==> src/design/assert_macros.svh <==
// Assertion helpers used by the regulator core.
// Each macro expands to one labeled concurrent assertion on the rising clock edge.
`ifndef ASSERT_MACROS_SVH
`define ASSERT_MACROS_SVH

// Checked only while the block is out of reset.
`define ASSERT_CLK(label, prop, msg) \
	label: assert property (@(posedge clk) disable iff (!arst_n) (prop)) else $error(msg);

// Checked at every edge, including during reset.
`define ASSERT_ALWAYS(label, prop, msg) \
	label: assert property (@(posedge clk) (prop)) else $error(msg);

`endif

==> src/design/cvccb_pkg.sv <==
// ----------------------------------------------------------------------------
// CV/CC boost regulator package
// Shared types and fixed constants for the regulator core and its registers.
// ----------------------------------------------------------------------------
package cvccb_pkg;

	// Request kinds carried on the input stream.
	typedef enum logic [1:0] {
		REQ_TICK  = 2'd0,
		REQ_STORE = 2'd1,
		REQ_START = 2'd2
	} req_type_t;

	// Sense channel codes.
	typedef enum logic [1:0] {
		CH_NONE = 2'd0,
		CH_VOLT = 2'd1,
		CH_CURR = 2'd2
	} chan_t;

	// Register indexes of the configuration port.
	localparam logic [1:0] REG_TARGET_V = 2'd0;
	localparam logic [1:0] REG_TARGET_I = 2'd1;
	localparam logic [1:0] REG_RAMP     = 2'd2;

	localparam int unsigned SAMPLE_W = 10;
	localparam int unsigned BATT_W   = 16;
	localparam int unsigned RAMP_W   = 16;

	localparam logic [RAMP_W-1:0]   RAMP_RESET = 16'd100;
	localparam logic [SAMPLE_W-1:0] DUTY_TOP   = 10'd1022;

	// Current sense gain; the divide is done as a multiply by a rounded-up
	// reciprocal, exact for every 10-bit sample and any gain up to 64.
	localparam int unsigned CURRENT_GAIN = 11;
	localparam int unsigned DROP_SHIFT   = 16;
	localparam int unsigned RECIP_W      = DROP_SHIFT + 1;
	localparam logic [RECIP_W-1:0] DROP_RECIP =
		RECIP_W'(((2 ** DROP_SHIFT) + CURRENT_GAIN - 1) / CURRENT_GAIN);

	// Configuration values seen by the core.
	typedef struct packed {
		logic [SAMPLE_W-1:0] target_voltage_code;
		logic [SAMPLE_W-1:0] target_current_code;
		logic [RAMP_W-1:0]   ramp_up_cycles;
	} cfg_t;

endpackage

==> src/design/cvccb_regs.sv <==
// ----------------------------------------------------------------------------
// CV/CC boost regulator registers
// APB-style register file holding the voltage and current targets and the
// ramp interval.
// ----------------------------------------------------------------------------
module cvccb_regs (
	input  logic                 clk,
	input  logic                 arst_n,
	input  logic                 psel,
	input  logic                 penable,
	input  logic                 pwrite,
	input  logic [3:0]           paddr,
	input  logic [31:0]          pwdata,
	output logic [31:0]          prdata,
	output logic                 pready,
	output cvccb_pkg::cfg_t      cfg
);

	logic [cvccb_pkg::SAMPLE_W-1:0] target_v_q;
	logic [cvccb_pkg::SAMPLE_W-1:0] target_i_q;
	logic [cvccb_pkg::RAMP_W-1:0]   ramp_q;
	logic                           wr_en;
	logic [1:0]                     reg_idx;

	assign pready  = 1'b1;
	assign wr_en   = psel & penable & pwrite & pready;
	assign reg_idx = paddr[3:2];

	// Register writes on the access cycle of a write transfer.
	always_ff @(posedge clk or negedge arst_n) begin
		if (!arst_n) begin
			target_v_q <= '0;
			target_i_q <= '0;
			ramp_q     <= cvccb_pkg::RAMP_RESET;
		end else if (wr_en) begin
			case (reg_idx)
				cvccb_pkg::REG_TARGET_V: target_v_q <= pwdata[cvccb_pkg::SAMPLE_W-1:0];
				cvccb_pkg::REG_TARGET_I: target_i_q <= pwdata[cvccb_pkg::SAMPLE_W-1:0];
				cvccb_pkg::REG_RAMP:     ramp_q     <= pwdata[cvccb_pkg::RAMP_W-1:0];
				default: ;
			endcase
		end
	end

	// Read-back mux; unmapped addresses read as zero.
	always_comb begin
		case (reg_idx)
			cvccb_pkg::REG_TARGET_V: prdata = {22'd0, target_v_q};
			cvccb_pkg::REG_TARGET_I: prdata = {22'd0, target_i_q};
			cvccb_pkg::REG_RAMP:     prdata = {16'd0, ramp_q};
			default:                 prdata = '0;
		endcase
	end

	assign cfg.target_voltage_code = target_v_q;
	assign cfg.target_current_code = target_i_q;
	assign cfg.ramp_up_cycles      = ramp_q;

endmodule

==> src/design/cvcc_boost_pwm_regulator_core.sv <==
// ----------------------------------------------------------------------------
// CV/CC boost PWM regulator core
// Bang-bang constant-voltage/constant-current duty regulator with sense
// channel sequencing and sample storage.
// ----------------------------------------------------------------------------
// Usage:
//   The input stream carries one request per transfer: the kind in s_tuser
//   (tick, store sample, start conversion) and the ADC sample in s_tdata.
//   Every request yields exactly one result transfer on the output stream
//   with the duty, the channel started, both stored samples and the battery
//   code, all taken after the request's update.
//   The state updates at the input transfer; the result is registered in
//   the two-entry output buffer. One request per cycle is sustained while
//   the buffer has room; the path is one short update stage between the
//   state and the result register, with the current drop kept precomputed
//   beside the sample. The buffer takes one more request while the
//   receiver stalls; s_tready drops only when both entries hold results,
//   and no result is ever lost or repeated. Reset clears the duty, ramp
//   count, samples and channel sequence, sets the targets to zero and the
//   ramp interval to 100. The user writes registers through the APB port
//   only while the stream is idle; the block does not enforce it.
// ----------------------------------------------------------------------------
`include "assert_macros.svh"

module cvcc_boost_pwm_regulator_core (
	input  logic        clk,
	input  logic        arst_n,
	// Input stream.
	input  logic        s_tvalid,
	output logic        s_tready,
	input  logic [15:0] s_tdata,   // [9:0] adc_sample, [15:10] zero
	input  logic [1:0]  s_tuser,   // [1:0] req_type
	// Output stream.
	output logic        m_tvalid,
	input  logic        m_tready,
	// [9:0] pwm_duty, [11:10] acquire_channel, [21:12] measured_voltage,
	// [31:22] measured_current, [47:32] battery_voltage_code
	output logic [47:0] m_tdata,
	// Configuration port.
	input  logic        psel,
	input  logic        penable,
	input  logic        pwrite,
	input  logic [3:0]  paddr,
	input  logic [31:0] pwdata,
	output logic [31:0] prdata,
	output logic        pready
);

	localparam int unsigned SW = cvccb_pkg::SAMPLE_W;
	localparam int unsigned BW = cvccb_pkg::BATT_W;
	localparam int unsigned RW = cvccb_pkg::RAMP_W;
	localparam int unsigned PW = SW + cvccb_pkg::RECIP_W;

	cvccb_pkg::cfg_t      cfg;
	cvccb_pkg::req_type_t req;
	cvccb_pkg::chan_t     last_q, last_n, started;

	logic [SW-1:0] duty_q, duty_n;
	logic [RW-1:0] ramp_cnt_q, ramp_cnt_n, ramp_inc;
	logic [SW-1:0] volt_q, volt_n;
	logic [SW-1:0] curr_q, curr_n;
	logic [SW-1:0] drop_q, drop_n;
	logic [SW-1:0] sample;
	logic [PW-1:0] drop_prod;
	logic [BW-1:0] batt_now, batt_n;
	logic          under, over;
	logic          in_xfer, out_pop;
	logic [47:0]   result;

	logic          out_valid_q, skid_valid_q;
	logic [47:0]   out_data_q, skid_data_q;

	cvccb_regs u_regs (
		.clk     (clk),
		.arst_n  (arst_n),
		.psel    (psel),
		.penable (penable),
		.pwrite  (pwrite),
		.paddr   (paddr),
		.pwdata  (pwdata),
		.prdata  (prdata),
		.pready  (pready),
		.cfg     (cfg)
	);

	assign req     = cvccb_pkg::req_type_t'(s_tuser);
	assign sample  = s_tdata[SW-1:0];
	assign in_xfer = s_tvalid & s_tready;
	assign out_pop = out_valid_q & m_tready;

	// Current drop for a newly stored current sample (reciprocal multiply).
	assign drop_prod = PW'(sample) * PW'(cvccb_pkg::DROP_RECIP);

	// Battery code and target comparison on the present state.
	assign batt_now = BW'(volt_q) - BW'(drop_q);
	assign under = (batt_now < BW'(cfg.target_voltage_code)) &&
		(curr_q < cfg.target_current_code);
	assign over = (batt_now > BW'(cfg.target_voltage_code)) ||
		(curr_q > cfg.target_current_code);
	assign ramp_inc = ramp_cnt_q + 1'b1;

	// Next state for the request at the input.
	always_comb begin
		duty_n     = duty_q;
		ramp_cnt_n = ramp_cnt_q;
		volt_n     = volt_q;
		curr_n     = curr_q;
		drop_n     = drop_q;
		last_n     = last_q;
		started    = cvccb_pkg::CH_NONE;
		case (req)
			cvccb_pkg::REQ_TICK: begin
				if (under) begin
					if (duty_q < cvccb_pkg::DUTY_TOP) begin
						if (ramp_inc == cfg.ramp_up_cycles) begin
							duty_n     = duty_q + 1'b1;
							ramp_cnt_n = '0;
						end else begin
							ramp_cnt_n = ramp_inc;
						end
					end else begin
						duty_n = '0;
					end
				end else if (over && (duty_q != '0)) begin
					duty_n = duty_q - 1'b1;
				end
			end
			cvccb_pkg::REQ_STORE: begin
				if (last_q == cvccb_pkg::CH_VOLT) begin
					volt_n = sample;
				end else if (last_q == cvccb_pkg::CH_CURR) begin
					curr_n = sample;
					drop_n = drop_prod[cvccb_pkg::DROP_SHIFT +: SW];
				end
			end
			cvccb_pkg::REQ_START: begin
				started = (last_q == cvccb_pkg::CH_VOLT) ? cvccb_pkg::CH_CURR :
					cvccb_pkg::CH_VOLT;
				last_n  = started;
			end
			default: ;
		endcase
	end

	// Result fields taken after the update.
	assign batt_n = BW'(volt_n) - BW'(drop_n);
	assign result = {batt_n, curr_n, volt_n, started, duty_n};

	// Regulator state.
	always_ff @(posedge clk or negedge arst_n) begin
		if (!arst_n) begin
			duty_q     <= '0;
			ramp_cnt_q <= '0;
			volt_q     <= '0;
			curr_q     <= '0;
			drop_q     <= '0;
			last_q     <= cvccb_pkg::CH_NONE;
		end else if (in_xfer) begin
			duty_q     <= duty_n;
			ramp_cnt_q <= ramp_cnt_n;
			volt_q     <= volt_n;
			curr_q     <= curr_n;
			drop_q     <= drop_n;
			last_q     <= last_n;
		end
	end

	// Output register with a skid entry behind it.
	assign s_tready = ~skid_valid_q;

	always_ff @(posedge clk or negedge arst_n) begin
		if (!arst_n) begin
			out_valid_q  <= 1'b0;
			skid_valid_q <= 1'b0;
		end else if (out_pop) begin
			if (skid_valid_q) begin
				out_valid_q  <= 1'b1;
				skid_valid_q <= 1'b0;
			end else begin
				out_valid_q <= in_xfer;
			end
		end else if (in_xfer) begin
			if (out_valid_q) begin
				skid_valid_q <= 1'b1;
			end else begin
				out_valid_q <= 1'b1;
			end
		end
	end

	always_ff @(posedge clk) begin
		if (out_pop) begin
			if (skid_valid_q) begin
				out_data_q <= skid_data_q;
			end else if (in_xfer) begin
				out_data_q <= result;
			end
		end else if (in_xfer) begin
			if (out_valid_q) begin
				skid_data_q <= result;
			end else begin
				out_data_q <= result;
			end
		end
	end

	assign m_tvalid = out_valid_q;
	assign m_tdata  = out_data_q;

	// Checks on the regulator and buffer logic.
	`ASSERT_CLK(a_duty_in_range, duty_q <= cvccb_pkg::DUTY_TOP, "duty above top")
	`ASSERT_CLK(a_skid_behind_out, skid_valid_q |-> out_valid_q, "skid full with empty output")
	`ASSERT_CLK(a_drop_bounded, drop_q <= curr_q, "current drop exceeds sample")
	`ASSERT_CLK(a_start_alternates,
		(in_xfer && (req == cvccb_pkg::REQ_START) && (last_q == cvccb_pkg::CH_VOLT))
		|=> (last_q == cvccb_pkg::CH_CURR), "channel sequence did not alternate")

endmodule

==> config.mk <==
export PLATFORM = sky130hd
export DESIGN_NAME = cvcc_boost_pwm_regulator_core
export DESIGN_NICKNAME = d
export VERILOG_FILES = /design/src/design/cvccb_pkg.sv /design/src/design/cvccb_regs.sv /design/src/design/cvcc_boost_pwm_regulator_core.sv
export VERILOG_INCLUDE_DIRS = /design/src /design/src/design
export SDC_FILE = /design/constraint.sdc
export NUM_CORES = 1
export LEC_CHECK = 0
export BUFFER_PORTS_ARGS = -buffer_cell sky130_fd_sc_hd__buf_2
export CORE_MARGIN = 3
export CORE_UTILIZATION = 58
export DETAILED_ROUTE_END_ITERATION = 10
export PLACE_DENSITY_LB_ADDON = 0.2
export SLEW_MARGIN = 30
export SYNTH_ARGS = -nofsm -noshare
export SYNTH_HDL_FRONTEND = slang
export SYNTH_HIERARCHICAL = 1
export SYNTH_SLANG_ARGS = --single-unit
==> constraint.sdc <==
create_clock -name clk -period 6.9 [get_ports clk]
set_input_delay 1.035 -clock clk [delete_from_list [all_inputs] [get_ports clk]]
set_output_delay 1.035 -clock clk [all_outputs]
set_load 0.01 [all_outputs]
==> run_results.csv <==
group,metric,value,unit
run_status,outcome,"completed",
yosys,synth_common_cells,"nand2_1 (121), inv_1 (114), ha_1 (111), nor2_1 (102), dfrtp_1 (93)",
clocking,clkSinkCount,182,
route,postRouteAntennaNets,0,
yosys,ys_seq_area_share,40.37,%
clocking,cts_max_level,4,
timing,fin_crit,6.719,ns
yosys,ys_async_sr_fraction,52.75,%
yosys,ys_top_cells_by_area,"edfxtp_1 (21%), dfrtp_1 (19%), ha_1 (11%), mux2_2 (5.5%), fa_1 (4.9%)",
route,vias,9602,
worst_setup_path,end_kind,"flip-flop",
worst_setup_path,critPathSlowestCell,"or4b_2",
timing,skew,0.02098,ns
route,wl_per_cell,17.45,um
pwr,p_leak,6.265,nW
timing,setup_viol,0,
route,viasPerCell,5.809,
yosys,synth_largest_area_cell,"edfxtp_1",
place,gp_congestion,0.8992,
route,drtIter0Drc,814,
floorplanning,dieArea,0.02309,mm2
global_routing,grt_max_degree,66,
worst_setup_path,critPathMaxStageDelay,0.63,ns
clocking,clk_pin_slew,0.07,ns
clocking,clkLatencyLatePin,0.44,ns
global_routing,antenna_found_initial,0,
floorplanning,num_rows,52,
final_layout,design_area,0.01404,mm2
clocking,clock_tree.buffer_depth,2,
timing,worst_pin_slew,0.9124,ns
yosys,ys.flop_type,"dfrtp_1",
place,dpl.hpwl,21730,um
global_routing,grt_overflow,0,
floorplanning,initial_core_util,60.11,%
final_layout,fillerInstances,1594,
floorplanning,die_y,152.0,um
floorplanning,fp.coreArea,0.02056,mm2
worst_setup_path,path_buf_inv,6,
route,drc_errors,0,
worst_setup_path,crit_path_frequent_cell,"ha_1",
final_layout,num_antenna_cells,0,
yosys,yosysWarnings,6,
timing,fmax,148.8,MHz
clocking,clockRootBuffer,"clkbuf_16",
global_routing,grt_pass1_vias,9292,
timing,drv_slew,0,
timing,period_share,97.38,%
flow_run,timing.max_cap.violations,0,
floorplanning,die_x,152.0,um
worst_setup_path,cp_data_arrival_time,7.02,ns
timing,hold_ws,0.4969,ns
final_layout,fin_nets,1572,
timing,hold_viol,0,
place,port_buffers,102,
clocking,hold_buffers,0,
floorplanning,io_pins,144,
global_routing,gr-usage-all-layers,24.99,%
clocking,cts_tree,"yes",
yosys,synth.top_cell.area_share,20.90,%
worst_setup_path,worst-setup-path-type,"input pin to flip-flop",
pwr,p_per_area,472.7,mW/mm2
place,place_area,0.01339,mm2
yosys,synth.most_common_cell,"nand2_1",
timing,max-slew-margin-rel,38.85,%
worst_setup_path,startpoint_type,"input pin",
min_path,hp-class,"flip-flop to flip-flop",
yosys,syn_area,0.01236,mm2
yosys,synthCells,1244,
final_layout,syn_to_final_growth,13.58,%
yosys,yosysUniqueCellTypes,77,
worst_setup_path,critPathRequiredTime,7.20,ns
route,routed_wl,28840,um
worst_setup_path,critPathTopFamily,"adder cells",
worst_setup_path,crit_fanout,8,
final_layout,drive_gt1_share,21.84,%
global_routing,grt_pass1_wl,47620,um
pwr,p_total,6.635,mW
yosys,synth_seq_cells,182,
yosys,syn_avg_cell_area,9.934,um2
pwr,ir_worst_vdd,0.2314,mV
route,dr.pass1.iters,5,
clocking,cts_buffers,17,
yosys,synth_edf_count,86,
## sequential cells by signal, indices dropped and copies added, names as in the netlist
name,count
m_tdata,43
skid_data_q,43
ramp_cnt_q,16
u_regs/ramp_q,16
curr_q,10
drop_q,10
duty_q,10
u_regs/target_i_q,10
u_regs/target_v_q,10
volt_q,10
last_q,2
m_tvalid,1
skid_valid_q,1
## tightest hold or removal path, stage by stage (launching register included)
cell and delay [ns]:
dfrtp_1 0.35, nand2_1 0.05, o21ai_0 0.06
## kinds of logic after synthesis
| kind of cell | share of synthesized area (%) |
|---|---|
| other | 0.06077 |
| adders and majority gates | 16.10 |
| and+or+nand+nor | 14.69 |
| AOI/OAI and AO/OA | 11.72 |
| buffers and inverters | 6.520 |
| xor gates and xnor gates | 3.371 |
| muxes | 7.168 |
| DFF | 40.37 |
## power by group
part / switching (mW) / internal [mW] / leakage (nW)
Combinational: 2.19 / 1.56 / 3.99
Clock: 0.480 / 0.486 / 0.288
Sequential: 0.256 / 1.66 / 1.99
## placed cells by master, fill, tap and decap left out, drive strengths merged, types with 27 or more instances in the layout
master / synthesis / layout
buf: 34 / 164
nor3: 27 / 27
xnor2: 27 / 27
nor2: 102 / 102
edfxtp: 86 / 86
mux2: 60 / 60
ha: 111 / 111
fa: 30 / 30
o21ai: 79 / 79
nand2: 121 / 121
a21oi: 77 / 77
dfrtp: 93 / 93
inv: 114 / 123
## through the flow
step / worst slack (ns) / instances / utilization (%) / setup TNS, ns
final: 0.1808 / 1653 / 68.27 / 0
after CTS: 0.006347 / 1652 / 67.96 / 0
after global routing: -0.05755 / 1653 / 68.27 / -0.1018
after detailed placement: -0.5387 / 1620 / 65.14 / -1.713
after global placement: -0.4366 / 1619 / 65.00 / -1.349
after floorplan: 0.1294 / 1259 / - / 0
## final timing paths
| path | startpoint | end | slack, ns | depth (start not counted) |
|---|---|---|---|---|
| setup / recovery | s_tdata[8] | m_tdata[41] | 0.18 | 26 |
| hold / removal | curr_q[0] | curr_q[0] | 0.50 | 2 |
| setup reg to reg | volt_q[1] | m_tdata[5] | 1.72 | 20 |
| hold reg to reg | curr_q[0] | curr_q[0] | 0.50 | 2 |
| max in group asynchronous | arst_n | volt_q[2] | 5.12 | 2 |
| min in group asynchronous | arst_n | ramp_cnt_q[5] | 0.55 | 1 |
## layout make-up
| cell class | count | area (um2) | share of cell area [%] |
|---|---|---|---|
| clock buffers | 17 | 425.4 | 3.031 |
| multi-input cells | 891 | 6705 | 47.77 |
| clock inverters | 15 | 152.6 | 1.088 |
| repair buffers | 164 | 998.5 | 7.114 |
| well taps | 270 | 337.8 | 2.407 |
| flip-flops and latches | 182 | 4989 | 35.54 |
| inverters | 114 | 427.9 | 3.049 |
## repair_timing
item | in CTS | in global routing
setup endpoints to repair | 1 | 5
buffers inserted | 0 | 1
pin swaps | 0 | 9
gates resized for setup | 2 | 16
## layer usage
layer  track usage [%]  part of all wire [%]  vias to the layer above  wire [um]
li1                  -                     -                     4580          -
met5                 0                     0                        -          0
met3             3.385                   4.9                       40       1403
met1             36.43                    46                     4696      13380
met2             39.69                    47                      286      13520
met4             6.764                   1.8                        0        532
No activity file was read; power rests on OpenSTA's default activity.
